--- src/rtl/core/tmcd_pkg.sv ---
package tmcd_pkg;

    localparam int MAX_MESSAGE_DEFAULT = 80;
    localparam int TOKEN_DEPTH = 7;
    localparam int OUT_DEPTH = 4;
    localparam logic [7:0] START_DUTY_RESET = 8'd255;
    localparam logic [7:0] MANOEUVRE_DUTY_RESET = 8'd250;

    localparam logic [7:0] CHAR_NUL = 8'h00;
    localparam logic [7:0] CHAR_SPACE = 8'h20;
    localparam logic [7:0] CHAR_TAB = 8'h09;
    localparam logic [7:0] CHAR_CR = 8'h0D;

    typedef enum logic [3:0] {
        CFG_START_DUTY = 4'd0,
        CFG_MANOEUVRE_DUTY = 4'd1
    } cfg_index_t;

    typedef enum logic [1:0] {
        MODE_NOUN = 2'd0,
        MODE_ENGINE = 2'd1,
        MODE_UWB = 2'd2,
        MODE_DEAD = 2'd3
    } mode_t;

    typedef enum logic [3:0] {
        W_ENGINE = 4'd0,
        W_UWB = 4'd1,
        W_SEMI = 4'd2,
        W_START = 4'd3,
        W_STOP = 4'd4,
        W_RIGHT = 4'd5,
        W_LEFT = 4'd6,
        W_REVERSE = 4'd7,
        W_NONE = 4'd8
    } word_t;

    typedef enum logic [2:0] {
        EV_START = 3'd0,
        EV_STOP = 3'd1,
        EV_RIGHT = 3'd2,
        EV_LEFT = 3'd3,
        EV_REVERSE = 3'd4,
        EV_UWB_START = 3'd5,
        EV_UWB_STOP = 3'd6,
        EV_INVALID = 3'd7
    } event_t;

    typedef struct packed {
        logic [7:0] data_byte;
        logic       last_byte;
    } in_t;

    typedef struct packed {
        logic [2:0] event_res;
        logic [7:0] left_duty;
        logic [7:0] right_duty;
        logic       left_forward;
        logic       right_forward;
        logic       final_result;
    } out_t;

    typedef struct packed {
        logic [7:0] start_duty;
        logic [7:0] manoeuvre_duty;
    } cfg_t;

    typedef struct packed {
        logic [7:0] duty_one;
        logic [7:0] duty_two;
        logic [1:0] dirs;
    } motor_t;

    typedef struct packed {
        mode_t  mode;
        motor_t motor;
        logic   emit;
        event_t ev;
    } tok_res_t;

    typedef struct packed {
        logic [1:0] count;
        out_t       first;
        out_t       second;
    } push_t;

    typedef logic [TOKEN_DEPTH-1:0][7:0] token_t;

    localparam logic [55:0] WORD_TEXT [8] = '{
        56'("engine"), 56'("uwb"), 56'(";"), 56'("start"),
        56'("stop"), 56'("right"), 56'("left"), 56'("reverse")
    };
    localparam logic [3:0] WORD_LEN [8] = '{
        4'd6, 4'd3, 4'd1, 4'd5, 4'd4, 4'd5, 4'd4, 4'd7
    };

    function automatic word_t classify(input token_t text, input logic [3:0] len);
        word_t w;
        logic  hit;
        w = W_NONE;
        for (int i = 7; i >= 0; i--) begin
            hit = (len == WORD_LEN[i]);
            for (int k = 0; k < TOKEN_DEPTH; k++) begin
                if (4'(k) < WORD_LEN[i]) begin
                    if (text[k] != WORD_TEXT[i][8*(int'(WORD_LEN[i]) - 1 - k) +: 8]) begin
                        hit = 1'b0;
                    end
                end
            end
            if (hit) begin
                w = word_t'(4'(i));
            end
        end
        return w;
    endfunction

    function automatic tok_res_t end_token(input mode_t mode, input word_t w,
                                           input motor_t motor, input cfg_t cfg);
        tok_res_t r;
        logic     done;
        r.mode = mode;
        r.motor = motor;
        r.emit = 1'b0;
        r.ev = EV_INVALID;
        done = 1'b0;
        if (mode == MODE_ENGINE) begin
            r.mode = MODE_NOUN;
            done = 1'b1;
            unique case (w)
                W_START: begin
                    r.motor = '{cfg.start_duty, cfg.start_duty, 2'b11};
                    r.ev = EV_START;
                end
                W_STOP: begin
                    r.motor = '{8'd0, 8'd0, motor.dirs};
                    r.ev = EV_STOP;
                end
                W_RIGHT: begin
                    r.motor = '{cfg.manoeuvre_duty, cfg.manoeuvre_duty, 2'b01};
                    r.ev = EV_RIGHT;
                end
                W_LEFT: begin
                    r.motor = '{cfg.manoeuvre_duty, cfg.manoeuvre_duty, 2'b10};
                    r.ev = EV_LEFT;
                end
                W_REVERSE: begin
                    r.motor = '{cfg.manoeuvre_duty, cfg.manoeuvre_duty, 2'b00};
                    r.ev = EV_REVERSE;
                end
                default: begin
                    done = 1'b0;
                end
            endcase
            r.emit = done;
        end else if (mode == MODE_UWB) begin
            r.mode = MODE_NOUN;
            if (w == W_START) begin
                done = 1'b1;
                r.ev = EV_UWB_START;
            end else if (w == W_STOP) begin
                done = 1'b1;
                r.ev = EV_UWB_STOP;
            end
            r.emit = done;
        end
        if (!done && r.mode == MODE_NOUN) begin
            if (w == W_ENGINE) begin
                r.mode = MODE_ENGINE;
            end else if (w == W_UWB) begin
                r.mode = MODE_UWB;
            end else if (w != W_SEMI) begin
                r.emit = 1'b1;
                r.ev = EV_INVALID;
                r.mode = MODE_DEAD;
            end
        end
        return r;
    endfunction

    function automatic out_t make_result(input event_t ev, input motor_t motor,
                                         input logic fin);
        out_t o;
        o.event_res = ev;
        o.left_duty = motor.duty_one;
        o.right_duty = motor.duty_two;
        o.left_forward = motor.dirs[0];
        o.right_forward = motor.dirs[1];
        o.final_result = fin;
        return o;
    endfunction

endpackage

--- src/rtl/core/tmcd_parser.sv ---
module tmcd_parser
    import tmcd_pkg::*;
#(
    parameter int MAX_MESSAGE = MAX_MESSAGE_DEFAULT
) (
    input  logic  aclk,
    input  logic  aresetn,
    input  logic  in_valid,
    input  in_t   in_data,
    input  cfg_t  cfg,
    output push_t push
);

    localparam int BT_W = $clog2(MAX_MESSAGE + 1);
    localparam logic [BT_W-1:0] MAX_CNT = BT_W'(MAX_MESSAGE);

    token_t          tok_text_reg, tok_text_next;
    logic [3:0]      tok_len_reg, tok_len_next;
    mode_t           mode_reg, mode_next;
    logic            after_space_reg, after_space_next;
    logic            ended_reg, ended_next;
    logic [BT_W-1:0] bytes_reg, bytes_next;
    motor_t          motor_reg, motor_next;

    logic     blank, nul, cap, c1_en, c2_en;
    token_t   app_text;
    logic [3:0] app_len;
    word_t    c1_word;
    tok_res_t c1, c2;
    mode_t    mode_mid;
    motor_t   motor_mid;
    logic     e1, e2;
    logic [7:0] b;

    always_comb begin
        b = in_data.data_byte;
        nul = (b == CHAR_NUL);
        blank = (b == CHAR_SPACE) || (b >= CHAR_TAB && b <= CHAR_CR);
        bytes_next = bytes_reg + 1'b1;
        cap = !nul && (bytes_next >= MAX_CNT);

        app_text = tok_text_reg;
        app_len = tok_len_reg;
        if (tok_len_reg < 4'(TOKEN_DEPTH)) begin
            app_text[tok_len_reg[2:0]] = b;
            app_len = tok_len_reg + 4'd1;
        end else begin
            app_len = 4'd8;
        end

        c1_word = (nul || blank) ? classify(tok_text_reg, tok_len_reg)
                                 : classify(app_text, app_len);
        c1_en = !ended_reg && (nul || (blank && !after_space_reg) || cap
                               || in_data.last_byte);
        c2_en = !ended_reg && !nul && blank && !after_space_reg
                && (cap || in_data.last_byte);

        c1 = end_token(mode_reg, c1_word, motor_reg, cfg);
        mode_mid = c1_en ? c1.mode : mode_reg;
        motor_mid = c1_en ? c1.motor : motor_reg;
        c2 = end_token(mode_mid, W_NONE, motor_mid, cfg);
        e1 = c1_en && c1.emit;
        e2 = c2_en && c2.emit;
        mode_next = c2_en ? c2.mode : mode_mid;
        motor_next = c2_en ? c2.motor : motor_mid;
    end

    always_comb begin
        tok_text_next = tok_text_reg;
        tok_len_next = tok_len_reg;
        after_space_next = after_space_reg;
        ended_next = ended_reg;
        if (!ended_reg) begin
            if (nul) begin
                tok_len_next = 4'd0;
                ended_next = 1'b1;
            end else begin
                if (blank) begin
                    tok_len_next = 4'd0;
                    after_space_next = 1'b1;
                end else begin
                    tok_text_next = app_text;
                    tok_len_next = app_len;
                    after_space_next = 1'b0;
                end
                if (cap) begin
                    tok_len_next = 4'd0;
                    ended_next = 1'b1;
                end
            end
        end
    end

    always_comb begin
        push.count = 2'(e1) + 2'(e2);
        push.first = e1 ? make_result(c1.ev, c1.motor, !e2)
                        : make_result(c2.ev, c2.motor, 1'b1);
        push.second = make_result(c2.ev, c2.motor, 1'b1);
        if (!in_valid) begin
            push.count = 2'd0;
        end
    end

    always_ff @(posedge aclk) begin
        if (!aresetn) begin
            tok_len_reg <= 4'd0;
            mode_reg <= MODE_NOUN;
            after_space_reg <= 1'b0;
            ended_reg <= 1'b0;
            bytes_reg <= '0;
            motor_reg <= '0;
        end else if (in_valid) begin
            motor_reg <= motor_next;
            if (in_data.last_byte) begin
                tok_len_reg <= 4'd0;
                mode_reg <= MODE_NOUN;
                after_space_reg <= 1'b0;
                ended_reg <= 1'b0;
                bytes_reg <= '0;
            end else begin
                tok_len_reg <= tok_len_next;
                mode_reg <= mode_next;
                after_space_reg <= after_space_next;
                ended_reg <= ended_next;
                if (!ended_reg) begin
                    bytes_reg <= bytes_next;
                end
            end
        end
    end

    always_ff @(posedge aclk) begin
        if (in_valid) begin
            tok_text_reg <= tok_text_next;
        end
    end

endmodule

--- src/rtl/core/tmcd_out_fifo.sv ---
module tmcd_out_fifo
    import tmcd_pkg::*;
(
    input  logic  aclk,
    input  logic  aresetn,
    input  push_t push,
    output logic  room,
    output logic  m_valid,
    input  logic  m_ready,
    output out_t  m_data
);

    localparam int PTR_W = $clog2(OUT_DEPTH);
    localparam int CNT_W = $clog2(OUT_DEPTH + 1);

    out_t             mem_reg [OUT_DEPTH];
    logic [PTR_W-1:0] wr_reg, wr_next;
    logic [PTR_W-1:0] rd_reg, rd_next;
    logic [CNT_W-1:0] cnt_reg, cnt_next;
    logic             pop;

    always_comb begin
        m_valid = (cnt_reg != '0);
        pop = m_valid && m_ready;
        wr_next = wr_reg + PTR_W'(push.count);
        rd_next = rd_reg + PTR_W'(pop);
        cnt_next = cnt_reg + CNT_W'(push.count) - CNT_W'(pop);
        room = (cnt_reg <= CNT_W'(OUT_DEPTH - 2));
        m_data = mem_reg[rd_reg];
    end

    always_ff @(posedge aclk) begin
        if (!aresetn) begin
            wr_reg <= '0;
            rd_reg <= '0;
            cnt_reg <= '0;
        end else begin
            wr_reg <= wr_next;
            rd_reg <= rd_next;
            cnt_reg <= cnt_next;
        end
    end

    always_ff @(posedge aclk) begin
        if (push.count != 2'd0) begin
            mem_reg[wr_reg] <= push.first;
        end
        if (push.count == 2'd2) begin
            mem_reg[wr_reg + PTR_W'(1)] <= push.second;
        end
    end

endmodule

--- src/rtl/core/text_motor_command_decoder_core.sv ---
// Results enter the output queue as their byte is accepted. Throughput: one byte per cycle
// while s_ready is high; a byte may give up to two results, drained one per cycle while m_ready
// is high from a four-entry output queue, and s_ready stays high while two entries are free.
// Reset: synchronous, active low; clears the parse state, the motor state and the queue,
// and loads the duty registers with 255 and 250. Configuration writes complete at once.
module text_motor_command_decoder_core
    import tmcd_pkg::*;
#(
    parameter int MAX_MESSAGE = MAX_MESSAGE_DEFAULT
) (
    input  logic       aclk,
    input  logic       aresetn,
    input  logic       s_valid,
    output logic       s_ready,
    input  in_t        s_data,
    output logic       m_valid,
    input  logic       m_ready,
    output out_t       m_data,
    input  logic       cfg_valid,
    output logic       cfg_ready,
    input  logic [3:0] cfg_index,
    input  logic [7:0] cfg_data
);

    cfg_t  cfg_reg;
    push_t push;
    logic  room;
    logic  accept;

    assign cfg_ready = 1'b1;
    assign s_ready = room;
    assign accept = s_valid && room;

    always_ff @(posedge aclk) begin
        if (!aresetn) begin
            cfg_reg.start_duty <= START_DUTY_RESET;
            cfg_reg.manoeuvre_duty <= MANOEUVRE_DUTY_RESET;
        end else if (cfg_valid) begin
            if (cfg_index == CFG_START_DUTY) begin
                cfg_reg.start_duty <= cfg_data;
            end else if (cfg_index == CFG_MANOEUVRE_DUTY) begin
                cfg_reg.manoeuvre_duty <= cfg_data;
            end
        end
    end

    tmcd_parser #(
        .MAX_MESSAGE(MAX_MESSAGE)
    ) u_parser (
        .aclk    (aclk),
        .aresetn (aresetn),
        .in_valid(accept),
        .in_data (s_data),
        .cfg     (cfg_reg),
        .push    (push)
    );

    tmcd_out_fifo u_out_fifo (
        .aclk   (aclk),
        .aresetn(aresetn),
        .push   (push),
        .room   (room),
        .m_valid(m_valid),
        .m_ready(m_ready),
        .m_data (m_data)
    );

endmodule

--- config.mk ---
export PLATFORM = sky130hd
export DESIGN_NAME = text_motor_command_decoder_core
export DESIGN_NICKNAME = d
export VERILOG_FILES = /design/src/rtl/core/tmcd_pkg.sv /design/src/rtl/core/tmcd_parser.sv /design/src/rtl/core/tmcd_out_fifo.sv /design/src/rtl/core/text_motor_command_decoder_core.sv
export SDC_FILE = /design/constraint.sdc
export NUM_CORES = 1
export LEC_CHECK = 0
export BUFFER_PORTS_ARGS = -buffer_cell sky130_fd_sc_hd__buf_4
export CAP_MARGIN = 10
export CORE_UTILIZATION = 45
export CTS_BUF_LIST = sky130_fd_sc_hd__clkbuf_8
export DETAILED_ROUTE_END_ITERATION = 8
export MAX_ROUTING_LAYER = met4
export PLACE_DENSITY_LB_ADDON = 0.2
export SLEW_MARGIN = 5
export SYNTH_ARGS = -nofsm -noshare
export SYNTH_HDL_FRONTEND = slang
export SYNTH_SLANG_ARGS = --single-unit
--- constraint.sdc ---
create_clock -name aclk -period 7.1 [get_ports aclk]
set_input_delay 0.355 -clock aclk [delete_from_list [all_inputs] [get_ports aclk]]
set_output_delay 0.355 -clock aclk [all_outputs]
set_load 0.005 [all_outputs]
# Yosys cells after proc, flatten, opt, wreduce, memory -nomap -nowiden
# Memory sizes are Yosys's and may differ from the RTL's. A register that Yosys moved wholly into a read port is not among the register bits.
# Index checks and enable logic that the tools add are counted.
totals:
  ram_bits: 88
  rom_bits: 0
  memories: 1
  ff_bits: 112
  output_inout_bits: 25
  latchBits: 0
  wordCells: 308
mem_list:
  columns: ["name", "words", "width", "rd", "rd_ports_with_merged_regs", "write_ports", "line", "text"]
  rows:
  - ["u_out_fifo.mem_reg", 4, 22, 1, 1, 2, "tmcd_out_fifo.sv:16", "out_t mem_reg [OUT_DEPTH];"]
op_classes:
  n_addsub: 8
  bitwise: 4
  eq_ne: 86
  mul: 0
  shift: 0
  n_lt_le_gt_ge: 7
  n_reduce_logical: 38
  muxes: 144
  div_mod_pow: 0
op_table:
  columns: ["cell", "n"]
  rows:
  - ["$ne 8x7->1 const B", 56]
  - ["$mux 4", 30]
  - ["$pmux 18 s5", 1]
  - ["$mux 1", 88]
  - ["$bwmux 56", 1]
  - ["$mux 56", 1]
  - ["$eq 4x3->1 const B", 12]
  - ["$mux 18", 2]
  - ["$mux 2", 14]
  - ["$demux 8 s3", 1]
  - ["$mux 22", 1]
  - ["$eq 4x1->1 const B", 4]
  - ["$ne 8x6->1 const B", 2]
  - ["$pmux 3 s5", 1]
  - ["$logic_and 1x1->1", 14]
  - ["$mux 7", 2]
  - ["$eq 4x2->1 const B", 3]
  - ["$eq 8x6->1 const B", 1]
  - ["$ge 8x4->1 const B", 1]
  - ["$le 8x4->1 const B", 1]
  - ["$logic_not 4->1", 2]
  - ["$logic_not 8->1", 1]
  - ["$mux 8", 1]
  - ["$add 7x1->7 const B", 1]
  - ["other kinds (27)", 46]

# Logic depth before layout (Yosys ltp)
# Gate-level depths: netlist of the first run.
logic_depth:
  ltp_word: 43
  mapped_depth: 23
  depth_no_buf: 20

# Hierarchy
# A second synthesis of the first run with hierarchy kept.
unflattened:
  hier_cells: 1176
  area_unflattened_um2: 12966.2
by_module_without_submodules:
  columns: ["mod", "seq_area_each_um2", "instances", "area_each_um2", "cells_each"]
  rows:
  - ["tmcd_parser", 2342.2, 1, 7500.9, 841]
  - ["tmcd_out_fifo", 2782.7, 1, 4732.0, 258]
  - ["text_motor_command_decoder_core", 320.3, 1, 733.2, 77]

# Worst setup path after synthesis of the first run
# Ideal clock, no wire load.
synth_path:
  kind: "reg-to-reg"
  startpoint: "register u_parser.tok_len_reg[1]"
  endpoint: "memory u_out_fifo.mem_reg[2][19] (netlist name)"
  path_buffers: 2
  required_time_ps: 6983
  stages_incl_launch_ff: 21
  setup_time_ps: 117
  path_slack_ps: 1574
  arrival_ps: 5410
  synth_period_minus_slack_ps: 5526
  cell_sequence: "dfxtp_1 buf_2 or4b_1 nor2_2 mux2_2 or3_1 or4_4 a41o_1 a21oi_2 or2_1 o311a_1 o21ai_1 a2111oi_2 ha_1 o21bai_1 nor2_1 a31oi_1 nand2b_1 clkbuf_1 inv_1 o22a_1"
synth_rtl:
  columns: ["element", "line", "text"]
  rows:
  - ["from (decl)", "tmcd_parser.sv:18", "logic [3:0] tok_len_reg, tok_len_next;"]
  - ["from (signal assigned)", "tmcd_parser.sv:121", "tok_len_reg <= tok_len_next;"]
  - ["to (decl)", "tmcd_out_fifo.sv:16", null]

==> flow_summary.yaml, run 1 <==
cts:
  numCtsBuffers: 17
  path_clk_slew_ns: 0.13
  hold_buffers: 0
  cts_sinks: 200
  clockBufferDepth: 2
  cts_tree: "built"
  post_cts_buffers: 0
  h-tree-depth: 4
  cts_resized: 0
  cts-root-buf: "clkbuf_8"
  worstSkewPairLatency_ns: 0.49
min_path:
  whs_path_depth: 3
  hold_path.class: "input pin to register"
  hold_start: "cfg_data[7]"
  min_to: "cfg_reg[7]"
place:
  hpwl_um: 20500
  placed_area_sq_um: 11600
  portBuffers: 49
  dp.cells: 1376
  gp_congestion: 1.07
sta:
  relSlewSlack: 0.222
  max_freq_mhz: 152
  fin_crit_ns: 6.57
  fin_tns_setup_ns: 0
  hold_viol: 0
  grt_setup_unrepaired: "false"
  post-route-period-util: 0.925
  clock_skew_ns: 0.0217
  final-max-slew-violation-count: 0
  hold_ws_ns: 0.0859
  setup_viol: 0
  worst_pin_slew_ns: 1.17
flow_run:
  drv_cap: 0
critical_path:
  r2r-end: "u_out_fifo.mem_reg[2][1]"
  critPathKind: "register to register"
  cp-start-kind: "register"
  slowest_delay_ns: 0.74
  regToRegSetupSlack_ns: 0.53
  r2r-start: "u_parser.tok_len_reg[0]"
  rr_worst_depth: 18
  crit_path_top_delay_cell: "inv_1"
  crit_chain: "ha_1 -> or4b_1 -> nor2_2 -> mux2_2 -> or3_1 -> or4_4 -> a41o_1 -> nand2_1 -> a2111oi_0 -> a311o_1 -> o21ai_1 -> a2111oi_2 -> ha_1 -> o21bai_1 -> nor2_1 -> a31oi_1 -> nand2b_1 -> inv_1"
  crit_required_ns: 7.21
  cpMostUsedCell: "ha_1"
  cp-end-kind: "register"
  cp_data_arrival_time_ns: 6.68
  critPathMaxFanout: 22
detailed_routing:
  dr.pass1.iters: 5
  wl_per_cell_um: 20.7
  drcViolationCount: 0
  viasPerCell: 6.02
  final_antenna_net_count: 0
  vias: 8473
  finalWirelength_um: 29100
  first_iter_violations: 981
floorplanning:
  die_x_um: 158
  start_util: 0.462
  io_pins: 51
  core_area_sq_um: 23700
  core.rowCount: 56
  die_h_um: 158
  die-area_sq_um: 24900
synth:
  async_reset_ff_frac: 0
  synth_cell_types: 93
  ys_seq_area_frac: 0.483
  syn_nets: 1079
  postSynthAreaPerCell_sq_um: 10.5
  ys_seq_elements: 200
  synth-edff-count: 128
  syn_inst: 1041
  syn_area_sq_um: 10900
  synthFlopType: "edfxtp_1"
  synth-warning-count: 0
layout:
  mostFrequentLayoutCell: "nor2_1"
  nets: 1114
  largest_register_ffs: 88
  layout-drive-gt1-share: 0.195
  area_growth_pct: 10.5
  finalNonFillerCells: 1408
  n_fill_cell: 2233
  num_antenna_cells: 0
  mostFrequentLayoutCells: "nor2_1, edfxtp_1, nand2_1"
  final_area_sq_um: 12100
global_routing:
  grt_max_degree: 57
  grt_pass1_wl_um: 46000
  track_usage: 0.251
  antenna_found_initial: 0
  grt_overflow: 0
  grt_pass1_vias: 7897
power_and_ir_drop:
  ir_worst_vdd_mv: 0.119
  powerDensity_nw_per_um2: 252
  power.leakage_uw: 0.00404
run_status:
  status: "complete, no violations"
-- per-stage QoR --
| stage | util | setup slack, ns | power, uW |
|---|---|---|---|
| after global placement | 0.491 | 0.771 | 2230 |
| final | 0.510 | 0.533 | 3040 |
| after floorplan | - | 1.57 | 1970 |
| after detailed placement | 0.491 | 0.647 | 2240 |
| after CTS | 0.510 | 0.600 | 3060 |
| after global routing | 0.510 | 0.0512 | 3190 |
-- worst max-delay path, delay by kind of cell, from the launching register on --
family	cells	cell delay, ns
fa+ha+maj	2	0.86
mux	1	0.41
flops	1	0.58
buf+inv	1	0.74
compound gates	7	1.20
simple gates	7	2.39
-- metal layers --
layer	GRT usage	routed length [um]
met1	0.365	14000
met5	-	0
met4	0.0624	372
met3	0.0416	2070
met2	0.361	12600
-- cells by family after synthesis --
| family | Yosys count | share of synthesized area |
|---|---|---|
| and+or+nand+nor | 474 | 0.233 |
| DFF | 200 | 0.483 |
| AOI/OAI and AO/OA | 180 | 0.119 |
| muxes | 88 | 0.113 |
| buffers and inverters | 80 | 0.0320 |
| adders and majority gates | 12 | 0.0144 |
| xor gates and xnor gates | 6 | 0.00481 |
| other | 1 | 0.000343 |
-- synthesized netlist by cell type (9+ instances only) --
library cell / n / share of area
nor3b_1: 9 / 0.0062
a21oi_1: 27 / 0.012
nor2b_1: 9 / 0.0052
or4_1: 9 / 0.0062
nor2_1: 131 / 0.045
o21ai_2: 16 / 0.013
nor4_1: 16 / 0.0092
inv_1: 24 / 0.0082
and2_1: 10 / 0.0057
nand2b_1: 16 / 0.0092
nand2_1: 101 / 0.035
buf_2: 9 / 0.0041
o21ai_1: 22 / 0.010
mux2_2: 42 / 0.043
nand4_1: 14 / 0.0080
o21ai_0: 25 / 0.011
clkbuf_1: 37 / 0.013
a211oi_1: 10 / 0.0069
edfxtp_1: 128 / 0.35
mux4_2: 22 / 0.045
nor3_1: 22 / 0.010
nand3b_1: 13 / 0.0089
dfxtp_1: 72 / 0.13
mux2i_1: 21 / 0.019
nand3_1: 49 / 0.022
ha_1: 11 / 0.013
o22a_1: 14 / 0.011
-- where the power goes --
part	internal [uW]	leakage, uW	switching [uW]
Combinational	328	0.00207	386
Clock	299	0.000229	526
Sequential	1400	0.00175	103
Total	2030	0.00404	1010
-- layout make-up --
cell class | count | area, sq um | share of cell area
Multi-Input combinational cell | 761 | 5310 | 0.439
Sequential cell | 200 | 5290 | 0.438
Inverter | 25 | 93.8 | 0.00777
Clock buffer | 17 | 234 | 0.0194
Clock inverter | 15 | 225 | 0.0186
Tap cell | 319 | 399 | 0.0331
Timing Repair Buffer | 71 | 533 | 0.0441
-- worst max path at each step --
stage,startpoint,endpoint,slack (ns),depth (start not counted)
after floorplan,u_parser.tok_len_reg[1],u_out_fifo.mem_reg[2][19],1.57,20
after global placement,u_parser.tok_len_reg[0],u_out_fifo.mem_reg[2][5],0.77,18
after global routing,u_parser.tok_len_reg[0],u_out_fifo.mem_reg[2][1],0.05,18
after CTS,u_parser.tok_len_reg[0],u_out_fifo.mem_reg[2][1],0.60,18
final,u_parser.tok_len_reg[0],u_out_fifo.mem_reg[2][1],0.53,18
after detailed placement,u_parser.tok_len_reg[0],u_out_fifo.mem_reg[2][5],0.65,18
Power figures use the tool's default switching activity.
==> run 2: changes to the inputs <==
Settings changed: CORE_MARGIN from default to 2, SKIP_LAST_GASP from default to 1.
==> flow_summary.yaml, run 2 (synthesis gave the netlist of run 1 again) <==
cts:
  post_cts_buffers: 0
  hold_buffers: 0
  cts_tree: "built"
  h-tree-depth: 4
  worstSkewPairLatency_ns: 0.50
  numCtsBuffers: 17
  clockBufferDepth: 2
  path_clk_slew_ns: 0.12
  cts-root-buf: "clkbuf_8"
  cts_sinks: 200
  cts_resized: 0
sta:
  clock_skew_ns: 0.0302
  fin_tns_setup_ns: 0
  relSlewSlack: 0.231
  setup_viol: 0
  post-route-period-util: 0.903
  fin_crit_ns: 6.41
  worst_pin_slew_ns: 1.14
  hold_viol: 0
  hold_ws_ns: 0.0792
  max_freq_mhz: 156
  fin_ws_ns: 0.686
  grt_setup_unrepaired: "false"
  final-max-slew-violation-count: 0
power_and_ir_drop:
  ir_worst_vdd_mv: 0.172
  pwr-share-clk: 0.270
  sequentialPowerShare: 0.496
  p_sw_frac: 0.334
  power.leakage_uw: 0.00402
  p_int_uw: 2030
  powerDensity_nw_per_um2: 251
  pwr-share-comb: 0.235
  switchingPower_uw: 1020
critical_path:
  cp_data_arrival_time_ns: 6.81
  critPathKind: "register to register"
  crit_required_ns: 7.49
  crit_path_top_delay_cell: "dfxtp_1"
  regToRegSetupSlack_ns: 0.69
  startpoint: "u_parser.tok_len_reg[1]"
  r2r-start: "u_parser.tok_len_reg[1]"
  cpLargestDelayFamily: "compound AO/OA/AOI/OAI gates"
  cp-end-kind: "register"
  cp-start-kind: "register"
  critPathBufInv: 1
  slowest_delay_ns: 0.75
  crit_chain: "ha_1 -> or4_1 -> mux2_2 -> or4_1 -> or4_4 -> a41o_1 -> a21oi_2 -> or2_1 -> o311a_1 -> o21ai_1 -> a2111oi_2 -> ha_1 -> o21bai_1 -> nor2_1 -> a31oi_1 -> nand2b_1 -> clkinvlp_4 -> o22a_1"
  critPathMaxFanout: 22
detailed_routing:
  wl_per_cell_um: 21.3
  first_iter_violations: 787
  dr.pass1.iters: 8
  viasPerCell: 6.05
  final_antenna_net_count: 0
  vias: 8535
  drcViolationCount: 0
  finalWirelength_um: 30100
layout:
  largest_register_ffs: 88
  finalNonFillerCells: 1411
  mostFrequentLayoutCells: "nor2_1, edfxtp_1, nand2_1"
  multi_input_area_sq_um: 5320
  area_growth_pct: 10.7
  n_fill_cell: 2250
  regArea_sq_um: 5290
  layout-drive-gt1-share: 0.194
  mostFrequentLayoutCell: "nor2_1"
  nets: 1111
  final_area_sq_um: 12100
min_path:
  hold_start: "cfg_data[7]"
  hold_path.class: "input pin to register"
global_routing:
  grt_max_degree: 57
  track_usage: 0.245
  antenna_found_initial: 1
  grt_pass1_wl_um: 47300
  grt_overflow: 0
  grt_pass1_vias: 8101
floorplanning:
  start_util: 0.453
  die_h_um: 160
  die_x_um: 160
  core_area_sq_um: 24100
  io_pins: 51
  die-area_sq_um: 25600
  core.rowCount: 57
flow_run:
  drv_cap: 0
run_status:
  status: "complete, no violations"
place:
  hpwl_um: 21600
  gp_congestion: 1.00
  placed_area_sq_um: 11600
  portBuffers: 49
  dp_worst_setup_slack_ns: 0.684
  dp.cells: 1378
## run 2: metal layers
metal  global-route usage  vias to the layer above  wire length [um]
li1                     -                     4012                 -
met1                0.358                     4182             14400
met2                0.350                      293             13100
met3               0.0452                       48              2010
met4               0.0643                        0               572
met5                    -                        -                 0
## run 2: power by group through the flow
stage	Sequential, uW	Clock (uW)	Combinational (uW)
2_1_floorplan	1490	0	480
3_3_place_gp	1530	0	712
3_5_place_dp	1530	0	718
4_1_cts	1500	843	718
5_1_grt	1530	881	778
6_report	1510	820	714
## run 2: per-stage QoR
| step | total power (uW) | util |
|---|---|---|
| after floorplan | 1970 | - |
| after global placement | 2240 | 0.482 |
| after detailed placement | 2250 | 0.482 |
| after CTS | 3070 | 0.501 |
| after global routing | 3180 | 0.502 |
| final | 3040 | 0.502 |
## run 2: worst register-to-register path, delay by kind of cell, from the launching register on
family	cells	cell delay (ns)
AOI/OAI and AO/OA	8	1.89
adders and majority gates	2	0.92
buffers and inverters	1	0.47
muxes	1	0.43
DFF	1	0.75
and+or+nand+nor	6	1.87
## run 2: layout make-up
class                      count  area share
inverter                      25     0.00806
sequential                   200       0.437
clock buffer                  17      0.0193
multi-input combinational    761       0.439
antenna                        1    0.000207
timing repair buffer          68      0.0443
clock inverter                15      0.0186
tap                          324      0.0335
## run 2: final timing paths
path | to | cells past startpoint
worst max-delay path | u_out_fifo.mem_reg[2][21] | 18
worst min-delay path | cfg_reg[15] | 3
worst max register to register | u_out_fifo.mem_reg[2][21] | 18
worst min register to register | cfg_reg[10] | 2
==> run 3: changes to the inputs <==
Settings changed: PLACE_DENSITY from default to 0.65, PLACE_DENSITY_LB_ADDON 0.2 to default.
==> flow_summary.yaml, run 3 (synthesis gave the netlist of run 1 again) <==
min_path:
  hold_start: "cfg_data[7]"
  hold_path.class: "input pin to register"
cts:
  h-tree-depth: 4
  numCtsBuffers: 17
  cts_resized: 0
  hold_buffers: 0
  cts_tree: "built"
  clockBufferDepth: 2
  cts_sinks: 200
  worstSkewPairLatency_ns: 0.49
  cts-root-buf: "clkbuf_8"
  post_cts_buffers: 0
  path_clk_slew_ns: 0.13
power_and_ir_drop:
  powerDensity_nw_per_um2: 253
  ir_worst_vdd_mv: 0.136
  power.leakage_uw: 0.00401
layout:
  num_antenna_cells: 0
  mostFrequentLayoutCells: "nor2_1, edfxtp_1, nand2_1"
  nets: 1106
  largest_register_ffs: 88
  n_fill_cell: 2221
  area_growth_pct: 10.1
  mostFrequentLayoutCell: "nor2_1"
  final_area_sq_um: 12000
  layout-drive-gt1-share: 0.189
global_routing:
  grt_pass1_wl_um: 46900
  grt_pass1_vias: 8153
  track_usage: 0.241
  grt_max_degree: 57
  antenna_found_initial: 1
  grt_overflow: 0
sta:
  worst_pin_slew_ns: 1.13
  grt_setup_unrepaired: "false"
  clock_skew_ns: 0.0294
  relSlewSlack: 0.247
  fin_ws_ns: 0.657
  hold_viol: 0
  fin_crit_ns: 6.44
  post-route-period-util: 0.907
  fin_tns_setup_ns: 0
  setup_viol: 0
  final-max-slew-violation-count: 0
  max_freq_mhz: 155
critical_path:
  startpoint: "u_parser.tok_len_reg[1]"
  critPathKind: "register to register"
  critPathMaxFanout: 19
  cp-start-kind: "register"
  cp-end-kind: "register"
  cp_data_arrival_time_ns: 6.60
  r2r-start: "u_parser.tok_len_reg[1]"
  crit_required_ns: 7.26
floorplanning:
  die-area_sq_um: 25600
  die_h_um: 160
  io_pins: 51
  core.rowCount: 57
  core_area_sq_um: 24100
  start_util: 0.453
  die_x_um: 160
detailed_routing:
  dr.pass1.iters: 5
  wl_per_cell_um: 20.9
  vias: 8519
  final_antenna_net_count: 0
  first_iter_violations: 990
  drcViolationCount: 0
  viasPerCell: 6.06
  finalWirelength_um: 29400
place:
  hpwl_um: 21200
  placed_area_sq_um: 11600
  gp_congestion: 0.991
  portBuffers: 49
  dp_worst_setup_slack_ns: 0.772
flow_run:
  drv_cap: 0
run_status:
  status: "complete, no violations"
-- run 3: where the power goes --
| part | switching, uW | total, uW | internal, uW |
|---|---|---|---|
| clock | 531 | 829 | 299 |
| sequential | 114 | 1520 | 1400 |
| combinational | 380 | 702 | 323 |
| total | 1020 | 3050 | 2020 |
-- run 3: final cells by class --
type	instances	area, sq um	share of cell area
multi-input cells	761	5310	0.441
flip-flops and latches	200	5290	0.439
repair buffers	63	473	0.0393
well taps	324	405	0.0337
clock inverters	15	235	0.0195
clock buffers	17	234	0.0194
inverters	25	93.8	0.00780
-- run 3: worst paths after layout --
path | endpoint | cells after the start | slack (ns)
max | u_out_fifo.mem_reg[3][1] | 20 | 0.66
min | cfg_reg[15] | 3 | 0.09
max reg2reg | u_out_fifo.mem_reg[3][1] | 20 | 0.66
min reg2reg | cfg_reg[9] | 2 | 0.47
-- run 3: metal layers --
| metal | track usage | vias to the layer above | share of wire |
|---|---|---|---|
| met5 | - | - | 0 |
| met4 | 0.0569 | 0 | 0.016 |
| met3 | 0.0460 | 39 | 0.077 |
| met2 | 0.364 | 319 | 0.45 |
| met1 | 0.338 | 4162 | 0.45 |
| li1 | - | 3999 | - |
-- run 3: worst max-delay path, cell delays in order, from the launching register on --
cell       delay (ns)
dfxtp_1          0.52
ha_1             0.44
or4b_1           0.63
nor2_2           0.45
mux2_2           0.42
or3_1            0.40
or4_4            0.53
a41o_1           0.28
a21oi_2          0.14
or2_1            0.13
o311a_1          0.18
o21ai_1          0.11
a2111oi_2        0.44
ha_1             0.33
inv_1            0.08
nand2_1          0.07
a21oi_1          0.18
nand2_1          0.09
buf_4            0.22
inv_1            0.17
buf_4            0.30
-- run 3: stage by stage --
stage / utilization / instances / power (uW) / hold slack [ns]
floorplan: - / 1041 / 1970 / 0.441
global placement: 0.480 / 1373 / 2230 / 0.450
detailed placement: 0.480 / 1373 / 2240 / 0.455
CTS: 0.499 / 1405 / 3060 / 0.0722
global route: 0.499 / 1405 / 3190 / 0.0719
finish: 0.499 / 1405 / 3050 / 0.0913
